File: config.mk
export PLATFORM = sky130hd
export DESIGN_NAME = load_shedding_controller
export DESIGN_NICKNAME = d
export VERILOG_FILES = /design/src/rtl/lsc_pkg.sv /design/src/rtl/lsc_core.sv /design/src/rtl/lsc_out_buf.sv /design/src/rtl/load_shedding_controller.sv
export SDC_FILE = /design/constraint.sdc
export NUM_CORES = 1
export LEC_CHECK = 0
export BUFFER_PORTS_ARGS = -buffer_cell sky130_fd_sc_hd__clkbuf_2
export CAP_MARGIN = 10
export CORE_MARGIN = 3
export CORE_UTILIZATION = 40
export DETAILED_ROUTE_END_ITERATION = 6
export GPL_TIMING_DRIVEN = 0
export HOLD_SLACK_MARGIN = 0.02
export PLACE_DENSITY_LB_ADDON = 0.05
export SLEW_MARGIN = 20
export SYNTH_ARGS = -nofsm -noshare
export SYNTH_HDL_FRONTEND = slang
export SYNTH_HIERARCHICAL = 1
export SYNTH_SLANG_ARGS = --single-unit
File: constraint.sdc
create_clock -name clk_i -period 4.8 [get_ports clk_i]
set_clock_uncertainty 0.2 [all_clocks]
set_input_delay 0.72 -clock clk_i [delete_from_list [all_inputs] [get_ports clk_i]]
set_output_delay 0.72 -clock clk_i [all_outputs]
set_load 0.005 [all_outputs]
File: src/rtl/lsc_pkg.sv
// shared types and constants of the load shedding controller
`timescale 1ns / 1ps

package lsc_pkg;

  localparam int unsigned LoadWidth       = 8;
  localparam int unsigned NumLoadsDefault = 8;
  localparam logic [LoadWidth-1:0] AllLoads = 8'hFF;

  typedef enum logic [1:0] {
    OpPoll   = 2'd0,
    OpExpiry = 2'd1,
    OpButton = 2'd2
  } op_e;

  typedef enum logic [1:0] {
    TmrNone    = 2'd0,
    TmrStart   = 2'd1,
    TmrRestart = 2'd2,
    TmrStop    = 2'd3
  } tmr_cmd_e;

  typedef struct packed {
    logic [LoadWidth-1:0] red_leds;
    logic [LoadWidth-1:0] green_leds;
    logic [LoadWidth-1:0] load_mask;
    logic                 managing;
    logic                 maint_mode;
    tmr_cmd_e             timer_cmd;
    logic                 shed_started;
  } result_t;

endpackage

File: src/rtl/lsc_core.sv
// controller state registers and single-pass next-state and result logic
`timescale 1ns / 1ps

module lsc_core import lsc_pkg::*; #(
  parameter int unsigned NUM_LOADS = NumLoadsDefault
) (
  input  logic                 clk_i,
  input  logic                 rst_ni,
  input  logic                 accept_i,
  input  logic [1:0]           op_i,
  input  logic                 stable_in_i,
  input  logic [LoadWidth-1:0] switches_i,
  output result_t              result_o
);

  localparam int unsigned ActiveCount = (NUM_LOADS >= LoadWidth) ? LoadWidth : NUM_LOADS;
  localparam logic [LoadWidth-1:0] ActiveBits =
    (ActiveCount >= LoadWidth) ? AllLoads : LoadWidth'((64'd1 << ActiveCount) - 64'd1);

  logic                 managing_q, managing_d;
  logic                 stable_q, stable_d;
  logic [LoadWidth-1:0] loads_q, loads_d;
  logic [LoadWidth-1:0] mask_q, mask_d;
  logic                 maint_q, maint_d;

  logic [LoadWidth-1:0] on_act, off_act;
  logic [LoadWidth-1:0] lowest_on, highest_off;
  logic [LoadWidth-1:0] loads_shed, loads_recon, loads_exp;
  tmr_cmd_e             tcmd;
  logic                 started;

  // one-hot of the highest set bit
  function automatic logic [LoadWidth-1:0] highest_bit(input logic [LoadWidth-1:0] v);
    logic [LoadWidth-1:0] pick;
    pick = '0;
    for (int i = 0; i < LoadWidth; i++) begin
      if (v[i]) begin
        pick = LoadWidth'(1) << i;
      end
    end
    return pick;
  endfunction

  assign on_act      = loads_q & ActiveBits;
  assign off_act     = ~loads_q & ActiveBits;
  assign lowest_on   = on_act & (~on_act + LoadWidth'(1));
  assign highest_off = highest_bit(off_act);
  assign loads_shed  = loads_q & ~lowest_on;
  assign loads_recon = loads_q | highest_off;
  assign loads_exp   = stable_q ? loads_recon : loads_shed;

  always_comb begin
    managing_d = managing_q;
    stable_d   = stable_q;
    loads_d    = loads_q;
    mask_d     = mask_q;
    maint_d    = maint_q;
    tcmd       = TmrNone;
    started    = 1'b0;
    unique case (op_i)
      OpPoll: begin
        if (!managing_q) begin
          mask_d = switches_i;
          if (!stable_in_i) begin
            loads_d    = loads_shed;
            tcmd       = TmrStart;
            started    = 1'b1;
            stable_d   = 1'b0;
            managing_d = 1'b1;
          end
        end else begin
          if (stable_in_i != stable_q) begin
            tcmd     = TmrRestart;
            stable_d = stable_in_i;
          end
          mask_d = mask_q & switches_i;
        end
      end
      OpExpiry: begin
        if (managing_q) begin
          loads_d = loads_exp;
          if (loads_exp[0]) begin
            tcmd       = TmrStop;
            managing_d = 1'b0;
          end else begin
            tcmd = TmrRestart;
          end
        end
      end
      OpButton: begin
        maint_d = ~maint_q;
      end
      default: begin
      end
    endcase
  end

  always_comb begin
    result_o.load_mask    = loads_d;
    result_o.managing     = managing_d;
    result_o.maint_mode   = maint_d;
    result_o.timer_cmd    = tcmd;
    result_o.shed_started = started;
    if (maint_d) begin
      result_o.red_leds   = switches_i;
      result_o.green_leds = '0;
    end else begin
      result_o.red_leds   = mask_d & ActiveBits;
      result_o.green_leds = ~loads_d & ActiveBits;
    end
  end

  always_ff @(posedge clk_i or negedge rst_ni) begin
    if (!rst_ni) begin
      managing_q <= 1'b0;
      stable_q   <= 1'b1;
      loads_q    <= AllLoads;
      mask_q     <= '0;
      maint_q    <= 1'b0;
    end else if (accept_i) begin
      managing_q <= managing_d;
      stable_q   <= stable_d;
      loads_q    <= loads_d;
      mask_q     <= mask_d;
      maint_q    <= maint_d;
    end
  end

  a_start_enters_manage: assert property (@(posedge clk_i) disable iff (!rst_ni)
    accept_i && result_o.shed_started |-> result_o.managing && result_o.timer_cmd == TmrStart)
    else $error("shed start without entering manage mode");

  a_stop_has_load0: assert property (@(posedge clk_i) disable iff (!rst_ni)
    accept_i && result_o.timer_cmd == TmrStop |-> !result_o.managing && result_o.load_mask[0])
    else $error("timer stop while still managing or load 0 off");

  a_manage_after_start: assert property (@(posedge clk_i) disable iff (!rst_ni)
    accept_i && result_o.shed_started |=> managing_q && !stable_q)
    else $error("state not updated after shed start");

endmodule

File: src/rtl/lsc_out_buf.sv
// result register with skid stage
`timescale 1ns / 1ps

module lsc_out_buf import lsc_pkg::*; (
  input  logic    clk_i,
  input  logic    rst_ni,
  input  logic    in_valid_i,
  output logic    in_stall_o,
  input  result_t in_data_i,
  output logic    out_valid_o,
  input  logic    out_stall_i,
  output result_t out_data_o
);

  logic    out_valid_q, skid_valid_q;
  result_t out_data_q, skid_data_q;
  logic    accept, take;

  assign in_stall_o  = skid_valid_q;
  assign accept      = in_valid_i && !skid_valid_q;
  assign take        = out_valid_q && !out_stall_i;
  assign out_valid_o = out_valid_q;
  assign out_data_o  = out_data_q;

  always_ff @(posedge clk_i or negedge rst_ni) begin
    if (!rst_ni) begin
      out_valid_q  <= 1'b0;
      skid_valid_q <= 1'b0;
    end else if (!out_valid_q || take) begin
      out_valid_q  <= skid_valid_q || accept;
      skid_valid_q <= 1'b0;
    end else if (accept) begin
      skid_valid_q <= 1'b1;
    end
  end

  always_ff @(posedge clk_i) begin
    if (!out_valid_q || take) begin
      out_data_q <= skid_valid_q ? skid_data_q : in_data_i;
    end else if (accept) begin
      skid_data_q <= in_data_i;
    end
  end

  a_skid_implies_out: assert property (@(posedge clk_i) disable iff (!rst_ni)
    skid_valid_q |-> out_valid_q)
    else $error("skid holds data while result register empty");

  a_fill_skid: assert property (@(posedge clk_i) disable iff (!rst_ni)
    out_valid_q && out_stall_i && accept |=> skid_valid_q)
    else $error("transaction lost under stall");

  a_drain_skid: assert property (@(posedge clk_i) disable iff (!rst_ni)
    take && skid_valid_q |=> out_valid_q && !skid_valid_q)
    else $error("skid not drained into result register");

endmodule

File: src/rtl/load_shedding_controller.sv
// top level of the priority load shedding controller
//
//  channel | direction | handshake                | payload
//  --------+-----------+--------------------------+----------------------------------------
//  in      | input     | in_valid_i / in_stall_o  | op_i, stable_in_i, switches_i
//  out     | output    | out_valid_o/ out_stall_i | red_leds_o, green_leds_o, load_mask_o,
//          |           |                          | managing_o, maint_mode_o, timer_cmd_o,
//          |           |                          | shed_started_o
//
// one event per cycle while in_stall_o is low: the state and the result are computed
// in a single pass, and the result is registered before it shows on the out channel
// a skid stage behind the result register lets one more transaction in while
// the output is stalled; in_stall_o rises only when both stages hold data
// reset puts the block in wait mode, stable, all loads on, switch mask clear
// and maintenance off; no result is pending after reset
`timescale 1ns / 1ps

module load_shedding_controller import lsc_pkg::*; #(
  parameter int unsigned NUM_LOADS = NumLoadsDefault
) (
  input  logic                 clk_i,
  input  logic                 rst_ni,
  // event channel
  input  logic                 in_valid_i,
  output logic                 in_stall_o,
  input  logic [1:0]           op_i,
  input  logic                 stable_in_i,
  input  logic [LoadWidth-1:0] switches_i,
  // status channel
  output logic                 out_valid_o,
  input  logic                 out_stall_i,
  output logic [LoadWidth-1:0] red_leds_o,
  output logic [LoadWidth-1:0] green_leds_o,
  output logic [LoadWidth-1:0] load_mask_o,
  output logic                 managing_o,
  output logic                 maint_mode_o,
  output logic [1:0]           timer_cmd_o,
  output logic                 shed_started_o
);

  // event transaction taken this cycle
  logic    accept;
  result_t core_res;
  result_t out_res;

  assign accept = in_valid_i && !in_stall_o;

  // mode logic and the shed / reconnect priority encoders
  lsc_core #(
    .NUM_LOADS (NUM_LOADS)
  ) u_core (
    .clk_i       (clk_i),
    .rst_ni      (rst_ni),
    .accept_i    (accept),
    .op_i        (op_i),
    .stable_in_i (stable_in_i),
    .switches_i  (switches_i),
    .result_o    (core_res)
  );

  // result register and skid stage
  lsc_out_buf u_out_buf (
    .clk_i       (clk_i),
    .rst_ni      (rst_ni),
    .in_valid_i  (in_valid_i),
    .in_stall_o  (in_stall_o),
    .in_data_i   (core_res),
    .out_valid_o (out_valid_o),
    .out_stall_i (out_stall_i),
    .out_data_o  (out_res)
  );

  assign red_leds_o     = out_res.red_leds;
  assign green_leds_o   = out_res.green_leds;
  assign load_mask_o    = out_res.load_mask;
  assign managing_o     = out_res.managing;
  assign maint_mode_o   = out_res.maint_mode;
  assign timer_cmd_o    = out_res.timer_cmd;
  assign shed_started_o = out_res.shed_started;

endmodule
==> metrics.yaml <==
diodes: 0
dieArea_um2: 11000
syn_area_per_cell_um2: 13.6
post-route-util_pct: 48.3
critPathLaunch: "op_i[0]"
synth-edff-count: 58
cts_sinks: 79
hold_viol: 0
start_util_pct: 41.7
setup_viol: 0
nets: 357
instances_no_fill: 476
drtAntennaViolNets: 0
grt_pass1_vias: 2384
clk_path_buf_depth: 2
peakVddDrop_v: 0.000215
gr-usage-all-layers_pct: 14.4
dr_wl_met2_um: 3390
ys_seq_area_share_pct: 58.3
port_buffers: 44
wire_per_inst_um: 16.0
cap_violations: 0
min_period_ps: 2660
synth_nets: 302
met3_length_um: 317
required_ps: 4700
critPathMaxFanout: 10
crit-reg2reg-launch: "u_core/loads_q[6]"
worstSetupPathType: "in -> reg"
post_cts_buffers: 0
root_buffer: "clkbuf_8"
dp.cells: 460
status: "finished clean"
syn_inst: 287
post_drt_via_cell_ratio: 5.20
wirelength_um: 7620
setup_tns_ps: 0
arrival_ps: 2560
p_leak_nw: 1.79
clk_latency_ps: 340
cts_max_level: 3
die_h_um: 105
fp.dieW_um: 105
area_delta_synth_final_pct: 15.6
topRoutingLayerUsed: "met4"
max_slew_margin_pct: 45.9
dpl.hpwl_um: 5230
rsz0062_at_grt: "false"
slew_viol_final: 0
grt_pass1_wl_um: 12500
drive_gt1_share_pct: 35.2
slowest_delay_ps: 470
worst_pin_slew_ps: 809
synth_area_um2: 3910
num_io_pins: 46
ys_async_sr_fraction_pct: 26.6
dp_slack_ps: 1800
antenna_found_initial: 0
path_cells: "buf_6 > buf_2 > buf_1 > clkbuf_1 > o22ai_1 > buf_4 > mux2_4"
cts_resized: 0
slowest_stage: "clkbuf_1"
mostFrequentLayoutCell: "edfxtp_1"
worst_setup_path_end_kind: "flop"
finalPower_mw: 2.08
hold_buffers: 0
fmaxAchievable_mhz: 376
cts_buffers: 9
grt_max_degree: 30
setup_ws_ps: 2140
drc: 0
coreArea_um2: 9370
final_cell_mix: "edfxtp_1, clkbuf_2, mux2_4"
first_pass_iters: 4
ys_types: 53
synthFlopType: "edfxtp_1"
wl_met1_um: 3870
dr.first_iter.drc_count: 152
cts_tree: "yes"
place_congestion: 0.817
grt_remaining_overflow: 0
worst_setup_path_start_kind: "primary input"
vias: 2476
post-route-period-util_pct: 55.5
power.density_nw_per_um2: 459
rows: 35
ys_seq_elements: 79
yosysWarningCount: 6
path_clk_slew_ps: 90
hold_path_class: "in -> async"
==> layout make-up <==
cell class	instances	area, um^2
plain buffers	24	168
clock buffers	9	124
clock inverters	7	103
fillers	856	4850
inverters	5	18.8
multi-input cells	179	1450
flip-flops and latches	79	2280
well taps	129	161
repair buffers	44	220
==> path summary, 6_finish.rpt <==
| check | endpoint | slack (ps) | cells after the start |
|---|---|---|---|
| setup reg to reg | u_out_buf/out_data_o[4] | 2240 | 7 |
| hold / removal | u_core/mask_q[3] | 150 | 1 |
| max in group asynchronous | u_core/loads_q[7] | 3870 | 1 |
| min in group clk_i | u_core/loads_q[3] | 330 | 2 |
| setup / recovery | u_out_buf/out_data_o[4] | 2140 | 7 |
| hold reg to reg | u_core/loads_q[3] | 330 | 2 |
==> per-layer routing <==
metal	up-vias	track usage [%]
met2	54	20.9
met4	0	5.25
li1	1225	-
met1	1195	21.0
met3	2	3.52
met5	-	0
==> flip-flops by register name, indices dropped and copies added (netlist names) <==
name	flops
u_core/stable_q	1
u_core/managing_q	1
u_out_buf/in_stall_o	1
u_core/maint_q	1
u_out_buf/out_data_o	29
u_out_buf/out_valid_o	1
u_core/mask_q	8
u_out_buf/skid_data_q	29
u_core/loads_q	8
==> metrics by stage <==
step                area [um^2]  hold slack (ps)
floorplan                  3910              224
global placement           4290              314
detailed placement         4300              323
CTS                        4520              163
global route               4520              172
finish                     4520              155
==> critical path, delay by kind of cell <==
family | cells | cell delay, ps
buffers and inverters | 5 | 1380
multiplexers | 1 | 260
AO/OA/AOI/OAI | 1 | 180
==> synthesized netlist by cell type, types with 3 or more instances <==
| master | instances | area [um^2] |
|---|---|---|
| edfxtp_1 | 58 | 1740 |
| mux2_4 | 28 | 420 |
| o22a_1 | 25 | 219 |
| a21oi_1 | 14 | 70.1 |
| nand2_1 | 14 | 52.6 |
| nor2_1 | 14 | 52.6 |
| dfrtp_1 | 12 | 300 |
| o22ai_1 | 11 | 68.8 |
| o21ai_0 | 10 | 50.1 |
| dfstp_2 | 9 | 236 |
| mux2i_1 | 8 | 80.1 |
| clkbuf_1 | 7 | 26.3 |
| buf_2 | 6 | 30.0 |
| inv_1 | 5 | 18.8 |
| nor3_1 | 4 | 20.0 |
| a31oi_1 | 3 | 18.8 |
| and3b_1 | 3 | 26.3 |
| buf_1 | 3 | 11.3 |
| buf_4 | 3 | 22.5 |
| nand3_1 | 3 | 15.0 |
| o21ai_1 | 3 | 15.0 |
==> cells by family after synthesis <==
logic type | count (synthesis) | synth area share (%)
buf+inv | 29 | 4.77
compound gates | 78 | 14.0
xor+xnor | 3 | 0.672
flops | 79 | 58.3
mux | 38 | 13.4
simple gates | 60 | 8.89
==> power breakdown <==
group	switching (mW)	internal [mW]
Combinational	0.299	0.292
Sequential	0.0328	0.896
Clock	0.258	0.298
Total	0.590	1.49
(Power assumes the default switching activity.)
